### config.mk
export PLATFORM = sky130hd
export DESIGN_NAME = sdof_oscillator_response_peaks
export DESIGN_NICKNAME = d
export VERILOG_FILES = /design/src/hdl/sdofr_pkg.sv /design/src/hdl/sdofr_mac.sv /design/src/hdl/sdofr_scale.sv /design/src/hdl/sdofr_ctrl.sv /design/src/hdl/sdof_oscillator_response_peaks.sv
export SDC_FILE = /design/constraint.sdc
export NUM_CORES = 2
export LEC_CHECK = 0
export ABC_AREA = 1
export ABC_CLOCK_PERIOD_IN_PS = 7600
export BUFFER_PORTS_ARGS = -buffer_cell sky130_fd_sc_hd__buf_2
export CAP_MARGIN = 20
export CORE_MARGIN = 5
export CORE_UTILIZATION = 50
export CTS_CLUSTER_DIAMETER = 100
export DETAILED_ROUTE_END_ITERATION = 7
export PLACE_DENSITY = 0.79
export RECOVER_POWER = 100
export SLEW_MARGIN = 20
export SYNTH_ARGS = -nofsm -noshare
export SYNTH_HDL_FRONTEND = slang
export SYNTH_SLANG_ARGS = --single-unit
### constraint.sdc
create_clock -name clk_i -period 7.6 [get_ports clk_i]
set_input_delay 1.14 -clock clk_i [delete_from_list [all_inputs] [get_ports clk_i]]
set_output_delay 1.14 -clock clk_i [all_outputs]
set_load 0.03 [all_outputs]
### src/hdl/sdofr_pkg.sv
// Shared types, constants and the product schedule for the oscillator response block.
// Used by sdofr_mac, sdofr_scale, sdofr_ctrl and sdof_oscillator_response_peaks.
// No dependencies.
package sdofr_pkg;

  localparam int COEF_W     = 32;  // one signed coefficient
  localparam int CFG_W      = 2 * COEF_W;
  localparam int CFG_REGS   = 5;
  localparam int CFG_IDX_W  = 3;
  localparam int DIGIT_BITS = 8;   // coefficient digit handled per cycle
  localparam int NDIG       = COEF_W / DIGIT_BITS;
  localparam int DIG_IDX_W  = 2;
  localparam int TERMS      = 10;  // products per sample
  localparam int TERM_W     = 4;

  typedef enum logic [CFG_IDX_W-1:0] {
    REG_DISP_PREV  = 3'd0,
    REG_DISP_INPUT = 3'd1,
    REG_VEL_PREV   = 3'd2,
    REG_VEL_INPUT  = 3'd3,
    REG_ACCEL      = 3'd4
  } cfg_reg_e;

  typedef enum logic [2:0] {
    SRC_DISP,
    SRC_VEL,
    SRC_PREV,
    SRC_CUR,
    SRC_ND,
    SRC_NV
  } src_e;

  typedef enum logic [2:0] {
    ST_IDLE,
    ST_MAC,
    ST_FLUSH,
    ST_SAT,
    ST_DONE
  } st_e;

  typedef struct packed {
    src_e     src;
    cfg_reg_e reg_idx;
    logic     hi;   // upper coefficient of the register
    logic     sub;  // product is subtracted
  } term_t;

  typedef struct packed {
    logic                 take;
    logic                 mac_en;
    logic                 acc_clr;
    logic                 lat_nd;
    logic                 lat_nv;
    logic                 lat_acc;
    logic                 commit;
    logic [TERM_W-1:0]    term;
    logic [DIG_IDX_W-1:0] digit;
  } sdofr_ctrl_t;

  // Order of the ten products: new displacement, new velocity, then acceleration.
  function automatic term_t term_info(input logic [TERM_W-1:0] t);
    term_t r;
    case (t)
      4'd0:    r = '{SRC_DISP, REG_DISP_PREV,  1'b0, 1'b0};
      4'd1:    r = '{SRC_VEL,  REG_DISP_PREV,  1'b1, 1'b0};
      4'd2:    r = '{SRC_PREV, REG_DISP_INPUT, 1'b0, 1'b1};
      4'd3:    r = '{SRC_CUR,  REG_DISP_INPUT, 1'b1, 1'b1};
      4'd4:    r = '{SRC_DISP, REG_VEL_PREV,   1'b0, 1'b0};
      4'd5:    r = '{SRC_VEL,  REG_VEL_PREV,   1'b1, 1'b0};
      4'd6:    r = '{SRC_PREV, REG_VEL_INPUT,  1'b0, 1'b1};
      4'd7:    r = '{SRC_CUR,  REG_VEL_INPUT,  1'b1, 1'b1};
      4'd8:    r = '{SRC_NV,   REG_ACCEL,      1'b0, 1'b1};
      4'd9:    r = '{SRC_ND,   REG_ACCEL,      1'b1, 1'b1};
      default: r = '{SRC_DISP, REG_DISP_PREV,  1'b0, 1'b0};
    endcase
    return r;
  endfunction

  // Last product of a sum that is then rounded and saturated.
  function automatic logic phase_end(input logic [TERM_W-1:0] t);
    return (t == TERM_W'(3)) || (t == TERM_W'(7)) || (t == TERM_W'(TERMS - 1));
  endfunction

endpackage

### src/hdl/sdofr_mac.sv
// Digit-serial multiply-accumulate: one 8-bit coefficient digit times a state word per cycle while en_i is high.
// Depends on sdofr_pkg.
module sdofr_mac import sdofr_pkg::*; #(
  parameter int STATE_BITS = 48,
  parameter int ACC_W      = 82
) (
  input  logic                         clk_i,
  input  logic                         rst_ni,
  input  logic                         en_i,
  input  logic                         clr_i,
  input  logic signed [STATE_BITS-1:0] operand_i,
  input  logic [DIGIT_BITS-1:0]        digit_i,
  input  logic                         top_i,    // most significant, signed digit
  input  logic [DIG_IDX_W-1:0]         idx_i,
  input  logic                         sub_i,
  output logic signed [ACC_W-1:0]      acc_o
);

  localparam int PP_W = STATE_BITS + DIGIT_BITS + 1;

  logic signed [DIGIT_BITS:0]  dig_x;
  logic signed [PP_W-1:0]      pp_d, pp_q;
  logic                        pv_q, sub_q;
  logic [DIG_IDX_W-1:0]        sh_q;
  logic signed [ACC_W-1:0]     ppx, term_x;
  logic signed [ACC_W-1:0]     acc_d, acc_q;

  assign dig_x = top_i ? {digit_i[DIGIT_BITS-1], digit_i} : {1'b0, digit_i};
  assign pp_d  = dig_x * operand_i;

  // The product is registered first; the wide add then works on the registered product.
  always_ff @(posedge clk_i or negedge rst_ni) begin
    if (!rst_ni) begin
      pv_q <= 1'b0;
    end else begin
      pv_q <= en_i;
    end
  end

  always_ff @(posedge clk_i) begin
    pp_q  <= pp_d;
    sh_q  <= idx_i;
    sub_q <= sub_i;
  end

  assign ppx    = ACC_W'(pp_q);
  assign term_x = ppx <<< (DIGIT_BITS * sh_q);

  always_comb begin
    acc_d = acc_q;
    if (clr_i) begin
      acc_d = '0;
    end else if (pv_q) begin
      acc_d = sub_q ? (acc_q - term_x) : (acc_q + term_x);
    end
  end

  always_ff @(posedge clk_i or negedge rst_ni) begin
    if (!rst_ni) begin
      acc_q <= '0;
    end else begin
      acc_q <= acc_d;
    end
  end

  assign acc_o = acc_q;

endmodule

### src/hdl/sdofr_scale.sv
// Rounds an exact sum of products by the coefficient fraction and saturates it to the state width.
// Depends on sdofr_pkg.
module sdofr_scale import sdofr_pkg::*; #(
  parameter int STATE_BITS     = 48,
  parameter int COEF_FRAC_BITS = 24,
  parameter int ACC_W          = 82
) (
  input  logic signed [ACC_W-1:0]      acc_i,
  output logic signed [STATE_BITS-1:0] res_o
);

  localparam int SH_W = ACC_W - COEF_FRAC_BITS;
  localparam logic [ACC_W-1:0] RND = {{(ACC_W-1){1'b0}}, 1'b1} << (COEF_FRAC_BITS - 1);
  localparam logic [STATE_BITS-1:0] MAXV = {1'b0, {(STATE_BITS-1){1'b1}}};
  localparam logic [STATE_BITS-1:0] MINV = {1'b1, {(STATE_BITS-1){1'b0}}};

  logic [ACC_W-1:0] rnd;
  logic [SH_W-1:0]  sh;
  logic             ovf;

  assign rnd = acc_i + RND;
  assign sh  = rnd[ACC_W-1:COEF_FRAC_BITS];
  // In range only when every bit above the result's sign agrees with it.
  assign ovf = !((&sh[SH_W-1:STATE_BITS-1]) || !(|sh[SH_W-1:STATE_BITS-1]));

  always_comb begin
    if (ovf) begin
      res_o = sh[SH_W-1] ? MINV : MAXV;
    end else begin
      res_o = sh[STATE_BITS-1:0];
    end
  end

endmodule

### src/hdl/sdofr_ctrl.sv
// Sequencer: steps the ten coefficient products digit by digit and orders the result updates.
// Depends on sdofr_pkg.
module sdofr_ctrl import sdofr_pkg::*; (
  input  logic        clk_i,
  input  logic        rst_ni,
  input  logic        s_valid_i,
  input  logic        first_i,
  input  logic        out_free_i,
  output logic        s_ready_o,
  output sdofr_ctrl_t ctrl_o
);

  st_e                  state_q, state_d;
  logic [TERM_W-1:0]    term_q;
  logic [DIG_IDX_W-1:0] dig_q;
  logic                 last_dig;

  assign last_dig = (dig_q == DIG_IDX_W'(NDIG - 1));

  always_comb begin
    state_d = state_q;
    case (state_q)
      ST_IDLE: begin
        if (s_valid_i) begin
          state_d = first_i ? ST_DONE : ST_MAC;
        end
      end
      ST_MAC: begin
        if (last_dig && phase_end(term_q)) begin
          state_d = ST_FLUSH;
        end
      end
      ST_FLUSH: state_d = ST_SAT;
      ST_SAT: begin
        state_d = (term_q == TERM_W'(TERMS)) ? ST_DONE : ST_MAC;
      end
      ST_DONE: begin
        if (out_free_i) begin
          state_d = ST_IDLE;
        end
      end
      default: state_d = ST_IDLE;
    endcase
  end

  always_comb begin
    s_ready_o      = (state_q == ST_IDLE);
    ctrl_o.take    = (state_q == ST_IDLE) && s_valid_i;
    ctrl_o.mac_en  = (state_q == ST_MAC);
    ctrl_o.acc_clr = ctrl_o.take || (state_q == ST_SAT);
    ctrl_o.lat_nd  = (state_q == ST_SAT) && (term_q == TERM_W'(4));
    ctrl_o.lat_nv  = (state_q == ST_SAT) && (term_q == TERM_W'(8));
    ctrl_o.lat_acc = (state_q == ST_SAT) && (term_q == TERM_W'(TERMS));
    ctrl_o.commit  = (state_q == ST_DONE) && out_free_i;
    ctrl_o.term    = term_q;
    ctrl_o.digit   = dig_q;
  end

  always_ff @(posedge clk_i or negedge rst_ni) begin
    if (!rst_ni) begin
      state_q <= ST_IDLE;
      term_q  <= '0;
      dig_q   <= '0;
    end else begin
      state_q <= state_d;
      if (ctrl_o.take) begin
        term_q <= '0;
        dig_q  <= '0;
      end else if (state_q == ST_MAC) begin
        dig_q <= dig_q + DIG_IDX_W'(1);
        if (last_dig) begin
          term_q <= term_q + TERM_W'(1);
        end
      end
    end
  end

  // A sum is only scaled after its last partial product has drained into the accumulator.
  a_sat_after_flush: assert property (@(posedge clk_i) disable iff (!rst_ni)
    state_q == ST_SAT |-> $past(state_q) == ST_FLUSH)
    else $error("scaling without a drain cycle");

  a_flush_at_phase_end: assert property (@(posedge clk_i) disable iff (!rst_ni)
    state_q == ST_FLUSH |-> $past(state_q) == ST_MAC && $past(last_dig)
                            && $past(phase_end(term_q)))
    else $error("drain started in the middle of a sum");

endmodule

### src/hdl/sdof_oscillator_response_peaks.sv
// Damped single-degree oscillator response with running displacement and acceleration peaks.
// Depends on sdofr_pkg, sdofr_ctrl, sdofr_mac and sdofr_scale.
//
// Usage: ground-acceleration samples arrive on the s_axis stream (tdata holds the sample,
// tuser the first-of-record flag); one result per sample leaves on the m_axis stream.
// The ten coefficients are written beforehand through cfg_we_i / cfg_idx_i / cfg_data_i,
// two signed Q-format coefficients per 64-bit register, only while the block is idle.
// A sample is taken only while the sequencer is idle, so a new one is not accepted before the
// last is finished: the single 8-bit by STATE_BITS multiply-accumulate runs ten products of
// four coefficient digits each, plus a drain and a scaling step for each of the three sums
// and a step each to take and to commit. A first-of-record sample skips the products; it
// clears displacement, velocity and peaks, keeps its sample as the previous input and goes
// out as an all-zero result. The output register lets the next sample be taken while a
// result waits; when the receiver stalls, the sequencer holds its finished sample until
// the output register is free. Reset clears the coefficients, the oscillator state and
// the peaks.
module sdof_oscillator_response_peaks import sdofr_pkg::*; #(
  parameter int SAMPLE_BITS    = 24,
  parameter int STATE_BITS     = 48,
  parameter int COEF_FRAC_BITS = 24
) (
  input  logic                              clk_i,
  input  logic                              rst_ni,
  input  logic                              cfg_we_i,
  input  logic [CFG_IDX_W-1:0]              cfg_idx_i,
  input  logic [CFG_W-1:0]                  cfg_data_i,
  input  logic                              s_axis_tvalid,
  output logic                              s_axis_tready,
  input  logic [((SAMPLE_BITS+7)/8)*8-1:0]  s_axis_tdata,   // sample
  input  logic                              s_axis_tuser,   // first
  output logic                              m_axis_tvalid,
  input  logic                              m_axis_tready,
  output logic [((3*STATE_BITS+5)/8)*8-1:0] m_axis_tdata    // displacement, peak_disp, peak_accel
);

  localparam int ACC_W = STATE_BITS + COEF_W + 2;
  localparam int OUT_W = ((3 * STATE_BITS + 5) / 8) * 8;
  localparam int MAG_W = STATE_BITS - 1;

  sdofr_ctrl_t ctrl;
  term_t       tinfo;

  logic [CFG_W-1:0] cfg_q [CFG_REGS];

  logic signed [SAMPLE_BITS-1:0] cur_q, prev_q;
  logic                          first_q;
  logic signed [STATE_BITS-1:0]  disp_q, vel_q, nd_q, nv_q, accel_q;
  logic [MAG_W-1:0]              pk_d_q, pk_a_q;
  logic                          out_valid_q;
  logic signed [STATE_BITS-1:0]  out_disp_q;
  logic [MAG_W-1:0]              out_pk_d_q, out_pk_a_q;

  logic                          out_free;
  logic signed [STATE_BITS-1:0]  operand, sat_res;
  logic [CFG_W-1:0]              coef_reg;
  logic [COEF_W-1:0]             coef_half;
  logic [DIGIT_BITS-1:0]         digit;
  logic signed [ACC_W-1:0]       acc;
  logic [MAG_W-1:0]              mag_nd, mag_acc, mag_out;
  logic [MAG_W-1:0]              pk_d_new, pk_a_new;
  logic signed [STATE_BITS-1:0]  abs_nd, abs_acc, abs_out;

  assign out_free = !out_valid_q || m_axis_tready;

  sdofr_ctrl u_ctrl (
    .clk_i      (clk_i),
    .rst_ni     (rst_ni),
    .s_valid_i  (s_axis_tvalid),
    .first_i    (s_axis_tuser),
    .out_free_i (out_free),
    .s_ready_o  (s_axis_tready),
    .ctrl_o     (ctrl)
  );

  always_ff @(posedge clk_i or negedge rst_ni) begin
    if (!rst_ni) begin
      for (int i = 0; i < CFG_REGS; i++) begin
        cfg_q[i] <= '0;
      end
    end else if (cfg_we_i && (cfg_idx_i < CFG_IDX_W'(CFG_REGS))) begin
      cfg_q[cfg_idx_i] <= cfg_data_i;
    end
  end

  // Operand and coefficient digit for the product in progress.
  assign tinfo     = term_info(ctrl.term);
  assign coef_reg  = cfg_q[tinfo.reg_idx];
  assign coef_half = tinfo.hi ? coef_reg[CFG_W-1:COEF_W] : coef_reg[COEF_W-1:0];
  assign digit     = coef_half[ctrl.digit*DIGIT_BITS +: DIGIT_BITS];

  always_comb begin
    case (tinfo.src)
      SRC_DISP: operand = disp_q;
      SRC_VEL:  operand = vel_q;
      SRC_PREV: operand = STATE_BITS'(prev_q);
      SRC_CUR:  operand = STATE_BITS'(cur_q);
      SRC_ND:   operand = nd_q;
      SRC_NV:   operand = nv_q;
      default:  operand = disp_q;
    endcase
  end

  sdofr_mac #(
    .STATE_BITS (STATE_BITS),
    .ACC_W      (ACC_W)
  ) u_mac (
    .clk_i     (clk_i),
    .rst_ni    (rst_ni),
    .en_i      (ctrl.mac_en),
    .clr_i     (ctrl.acc_clr),
    .operand_i (operand),
    .digit_i   (digit),
    .top_i     (ctrl.digit == DIG_IDX_W'(NDIG - 1)),
    .idx_i     (ctrl.digit),
    .sub_i     (tinfo.sub),
    .acc_o     (acc)
  );

  sdofr_scale #(
    .STATE_BITS     (STATE_BITS),
    .COEF_FRAC_BITS (COEF_FRAC_BITS),
    .ACC_W          (ACC_W)
  ) u_scale (
    .acc_i (acc),
    .res_o (sat_res)
  );

  // Magnitudes cap the most negative value at the largest positive one.
  assign abs_nd  = nd_q[STATE_BITS-1] ? -nd_q : nd_q;
  assign mag_nd  = abs_nd[STATE_BITS-1] ? {MAG_W{1'b1}} : abs_nd[MAG_W-1:0];
  assign abs_acc = accel_q[STATE_BITS-1] ? -accel_q : accel_q;
  assign mag_acc = abs_acc[STATE_BITS-1] ? {MAG_W{1'b1}} : abs_acc[MAG_W-1:0];

  assign pk_d_new = (mag_nd > pk_d_q) ? mag_nd : pk_d_q;
  assign pk_a_new = (mag_acc > pk_a_q) ? mag_acc : pk_a_q;

  always_ff @(posedge clk_i) begin
    if (ctrl.take) begin
      cur_q   <= s_axis_tdata[SAMPLE_BITS-1:0];
      first_q <= s_axis_tuser;
    end
    if (ctrl.lat_nd) begin
      nd_q <= sat_res;
    end
    if (ctrl.lat_nv) begin
      nv_q <= sat_res;
    end
    if (ctrl.lat_acc) begin
      accel_q <= sat_res;
    end
    if (ctrl.commit) begin
      if (first_q) begin
        out_disp_q <= '0;
        out_pk_d_q <= '0;
        out_pk_a_q <= '0;
      end else begin
        out_disp_q <= nd_q;
        out_pk_d_q <= pk_d_new;
        out_pk_a_q <= pk_a_new;
      end
    end
  end

  always_ff @(posedge clk_i or negedge rst_ni) begin
    if (!rst_ni) begin
      prev_q      <= '0;
      disp_q      <= '0;
      vel_q       <= '0;
      pk_d_q      <= '0;
      pk_a_q      <= '0;
      out_valid_q <= 1'b0;
    end else begin
      if (ctrl.commit) begin
        prev_q <= cur_q;
        if (first_q) begin
          disp_q <= '0;
          vel_q  <= '0;
          pk_d_q <= '0;
          pk_a_q <= '0;
        end else begin
          disp_q <= nd_q;
          vel_q  <= nv_q;
          pk_d_q <= pk_d_new;
          pk_a_q <= pk_a_new;
        end
      end
      if (ctrl.commit) begin
        out_valid_q <= 1'b1;
      end else if (m_axis_tready) begin
        out_valid_q <= 1'b0;
      end
    end
  end

  assign m_axis_tvalid = out_valid_q;
  assign m_axis_tdata  = OUT_W'({out_pk_a_q, out_pk_d_q, out_disp_q});

  assign abs_out = out_disp_q[STATE_BITS-1] ? -out_disp_q : out_disp_q;
  assign mag_out = abs_out[STATE_BITS-1] ? {MAG_W{1'b1}} : abs_out[MAG_W-1:0];

  // The running peak can never be below the magnitude of the displacement it goes out with.
  a_peak_covers_disp: assert property (@(posedge clk_i) disable iff (!rst_ni)
    out_valid_q |-> out_pk_d_q >= mag_out)
    else $error("displacement peak below current displacement");

  a_first_result_zero: assert property (@(posedge clk_i) disable iff (!rst_ni)
    ctrl.commit && first_q |=> out_valid_q && out_disp_q == '0 && out_pk_d_q == '0
                                && out_pk_a_q == '0)
    else $error("first-of-record result not cleared");

endmodule
==> Flow_metrics.wiki <==
{| class="wikitable"
! Metric !! Value
|-
| Reg2Reg Depth || 30
|-
| Routed via count divided by cell count || slightly below 6
|-
| Die outline height || 392 um
|-
| Post-synthesis async set-or-reset flop share || 62.8%
|-
| Final routed DRC violation total || 0
|-
| Area of the die || around 0.15 mm2
|-
| Clock buffer count from CTS || between 100 and 150
|-
| Proportion of synthesized chip area in sequential cells || 35.9%
|-
| Synth warnings || 0
|-
| Result of the run || finished, violations left
|-
| Share of the synthesized area in compound gates (AO/OA/AOI/OAI) || 10.9%
|-
| Number of violations of the max-capacitance limit || 2
|-
| Horizontal die dimension || 392 um
|-
| Dominant combinational cell family by area after synthesis || simple AND/OR/NAND/NOR gates
|-
| Per-cell routed wire length || 23.2 um
|-
| Total half-perimeter wirelength after legalization and detailed placement || 211000 um
|-
| Final setup skew || between 0.08 and 0.09 ns
|-
| Later-pin clock latency in the skew report || 0.77 ns
|-
| Launch instance of the worst min-delay path || cfg_q[120]$_DFFE_PN0P_
|-
| TritonCTS clock tree || done
|-
| Clock-pin slew of the registers on the worst-case setup and hold paths || 0.06 ns
|-
| Detailed-router iteration count before antenna repair || 7
|-
| Floorplan core area || roughly 0.15 mm2
|-
| Register-to-Register Setup Slack || 0.03 ns
|-
| Total number of placement rows || 140
|-
| Total count of hold-check failures in the final report || 0
|-
| Share of post-route cells with drive strength above 1 || 7.04%
|-
| Final period utilization || 99.6%
|-
| Area post-placement || 0.0767 mm2
|-
| Routed vias || 70.2k
|-
| Reg-to-reg critical path endpoint || u_mac.pp_q[45]$_DFF_P_
|-
| EDFF count, synth || 311
|-
| Finished Core Util || 55.7%
|-
| Number of antenna violations at the first check in global routing || 5
|-
| Reg-to-Reg Start || u_ctrl.term_q[3]$_DFFE_PN0P_
|-
| Global-route wire length before repair || 413000 um
|-
| Simple-Gate Fraction of Synth Area || 27.6%
|-
| Worst slew margin || -185%
|-
| Count of final max-slew check failures || 108
|-
| Data required time of the critical path || around 8 ns
|-
| Starting utilization of the core area || about half
|-
| Nets || about 11k
|-
| Violated checks || capacitance limit, slew limit
|-
| Critical Path End Type || register
|-
| Xor/xnor cell area share of the yosys netlist || 2.90%
|-
| Max clock buf depth || 3
|-
| Layout-stage area growth over the synthesis result || 10.8%
|-
| Hold path endpoint || cfg_q[120]$_DFFE_PN0P_
|-
| Routability-driven placement congestion ratio || about 1.1
|-
| Main flop type after synthesis || dfrtp_1
|-
| Type of the most critical hold path || reg2reg
|-
| Number of top-level design ports || between 200 and 250
|-
| Overall overflow remaining after global route || 0
|-
| Buffer type at the clock tree root || clkbuf_16
|-
| Maximum number of pins on one net before global-route repair || 173
|-
| Antenna violation net count after detailed routing || 0
|-
| Critical path's most frequent cell || nand2_1
|-
| Mapped Avg Cell Area || between 7 and 8 um2
|-
| Final-report setup violation count || 0
|-
| Cell with the largest stage delay on the worst path || fa_1
|-
| Fill cell count || 13.3k
|-
| Number of distinct library cells after synthesis || roughly 60
|-
| Syn Inst Count || 9771
|-
| Layout Cell Area excl Fill || 0.0810 mm2
|-
| Adder-Cell Fraction of Synth Area || 14.6%
|-
| Data arrival, critical path || 8.15 ns
|-
| Start-to-end type of the worst setup path || reg2reg
|-
| Shortest clock period the worst path allows after layout || 7.57 ns
|-
| Final wirelength || 276000 um
|-
| Largest stage delay, worst path || 0.55 ns
|-
| Clk sinks || 998
|-
| Combined area of all synthesized cells || 0.0731 mm2
|-
| Synth Register Bits || between 900 and 1k
|-
| Mux contribution to synthesized area || less than 1%
|-
| Multi-input gate area || 0.0413 mm2
|-
| Global-route total usage across every layer || between 30% and 40%
|-
| Iter 0 DRT Violations || 7982
|-
| CTS H-Tree Depth || 3
|-
| Area occupied by registers || 0.0262 mm2
|-
| Pin slew with the least headroom to its limit || 4.27 ns
|-
| Worst hold stages || 2
|-
| Number of global-route vias before repair || 67.8k
|-
| Buffers on Ports || 240
|-
| Critical path launch point type || register
|-
| Max FO, Critical Path || 45
|-
| Maximum clock frequency || ~0.13 GHz
|}
-- registers in the layout, summed over array words and instances (netlist names), 2 cells and up --
register	flops
u_ctrl.state_q	3
out_disp_q	48
out_pk_a_q	47
u_mac.pp_q	57
cfg_q	320
u_mac.acc_o	82
out_pk_d_q	47
vel_q	48
u_ctrl.dig_q	2
u_mac.sh_q	2
prev_q	24
accel_q	48
pk_a_q	47
pk_d_q	47
u_ctrl.term_q	4
nd_q	48
disp_q	48
nv_q	48
cur_q	24
-- per-layer routing --
layer | track usage (%) | vias to the layer above | share of wire [%]
met5 | 0 | - | 0.0047
met4 | 21.7 | 2 | 7.6
met3 | 7.19 | 857 | 10
met2 | 54.1 | 4079 | 44
met1 | 45.6 | 33400 | 38
li1 | - | 31800 | -
-- placed cells by master, fill, tap and decap left out, drive strengths merged, types with 16 or more instances in the layout --
master / Yosys / final
a21o: 18 / 18
a21oi: 384 / 384
a31oi: 28 / 28
a32o: 20 / 20
and2: 16 / 16
buf: 154 / 394
bufinv: 0 / 19
clkbuf: 229 / 158
clkinv: 3 / 41
dfrtp: 627 / 627
dfxtp: 60 / 60
edfxtp: 311 / 311
fa: 345 / 345
ha: 299 / 299
inv: 1120 / 1124
nand2: 2855 / 2855
nand3: 518 / 518
nand3b: 17 / 17
nand4: 199 / 199
nor2: 1234 / 1234
nor3: 82 / 82
nor4: 24 / 24
o211ai: 18 / 18
o21a: 19 / 19
o21ai: 729 / 729
o21bai: 30 / 30
o221ai: 30 / 30
o22ai: 63 / 63
o31ai: 19 / 19
xnor2: 71 / 71
xor2: 171 / 171
-- cell usage after synthesis (8+ instances only) --
cell type,n,share of area (%)
nand3b_1,17,0.17
nand4_1,198,1.7
nor4_1,24,0.21
a31oi_2,8,0.14
o211ai_1,18,0.18
and2_1,16,0.14
a21oi_1,384,2.6
nor2_1,1221,6.3
xnor2_1,71,0.85
xor2_1,171,2.0
o22ai_2,13,0.22
dfrtp_1,627,21
dfxtp_1,60,1.6
buf_4,24,0.25
fa_1,345,9.4
o21bai_1,30,0.31
o31ai_1,19,0.20
ha_1,299,5.1
edfxtp_1,311,13
o221ai_1,30,0.36
or2_2,13,0.11
o22ai_1,50,0.43
nand2_2,11,0.094
o2111ai_1,13,0.16
a31oi_1,20,0.17
nor2_2,11,0.094
o21ai_1,11,0.075
a32o_1,20,0.27
nand3_1,516,3.5
buf_2,96,0.66
o21ai_0,715,4.9
inv_2,12,0.062
inv_1,1108,5.7
o21a_1,19,0.20
nand2_1,2844,15
nor3_1,82,0.56
clkbuf_1,229,1.2
a211oi_1,12,0.12
a221oi_1,9,0.11
buf_1,28,0.14
a21o_1,18,0.18
-- worst max-delay path by stage --
stage                                      start                endpoint  slack, ns  cells after the start
floorplan           u_ctrl.term_q[1]$_DFFE_PN0P_  u_mac.pp_q[25]$_DFF_P_       0.60                     33
global placement    u_ctrl.term_q[3]$_DFFE_PN0P_  u_mac.pp_q[45]$_DFF_P_      -0.31                     28
detailed placement  u_ctrl.term_q[3]$_DFFE_PN0P_  u_mac.pp_q[45]$_DFF_P_      -0.30                     28
CTS                 u_ctrl.term_q[3]$_DFFE_PN0P_  u_mac.pp_q[54]$_DFF_P_      0.007                     29
global route        u_ctrl.term_q[3]$_DFFE_PN0P_  u_mac.pp_q[45]$_DFF_P_      -0.15                     30
finish              u_ctrl.term_q[3]$_DFFE_PN0P_  u_mac.pp_q[45]$_DFF_P_       0.03                     30
-- what timing repair did --
item                                    4_1_cts  5_1_grt
cloned                                        0        5
pin swaps                                     0        2
setup buffers                                 0        6
endpoints found under the setup margin       17       36
gates resized for setup                       7       54
hold buffers                                  0        0
-- area by class of cell --
| cell class | count | share of cell area, % |
|---|---|---|
| Clock inverter | 69 | 1.26 |
| Multi-Input combinational cell | 7268 | 50.9 |
| Inverter | 1123 | 5.23 |
| Antenna cell | 4 | 0.0124 |
| Tap cell | 1917 | 2.96 |
| Timing Repair Buffer | 413 | 3.62 |
| Sequential cell | 998 | 32.4 |
| Clock buffer | 139 | 3.60 |
-- worst max-delay path: cells and delay by family, from the launching register on --
kind            cells  cell delay, ns
buf+inv             8            1.22
simple gates       12            1.94
fa+ha+maj           6            2.70
flops               1            0.45
xor+xnor            1            0.29
compound gates      3            0.69
-- per-stage QoR --
stage               hold slack [ns]  instances  setup TNS (ns)  setup slack [ns]
global route                  0.494      11900          -0.284            -0.145
detailed placement            0.463      11700          -0.767            -0.296
global placement              0.458      11700          -0.542            -0.310
floorplan                     0.369       9772               0             0.600
CTS                           0.334      11900               0           0.00723
finish                        0.478      11900               0            0.0332
-- logic make-up (layout without fill, tap and decap cells) --
kind of cell / count (synthesis) / count (layout)
compound gates: 1408 / 1408
fa+ha+maj: 644 / 644
flops: 998 / 998
buf+inv: 1506 / 1744
mux: 6 / 6
xor+xnor: 242 / 242
other cells: 1 / 6
simple gates: 4966 / 4966
Power is left out: the tool's default activity adds up to more than one toggle a clock period on the data nets, which glitch-free logic cannot reach.
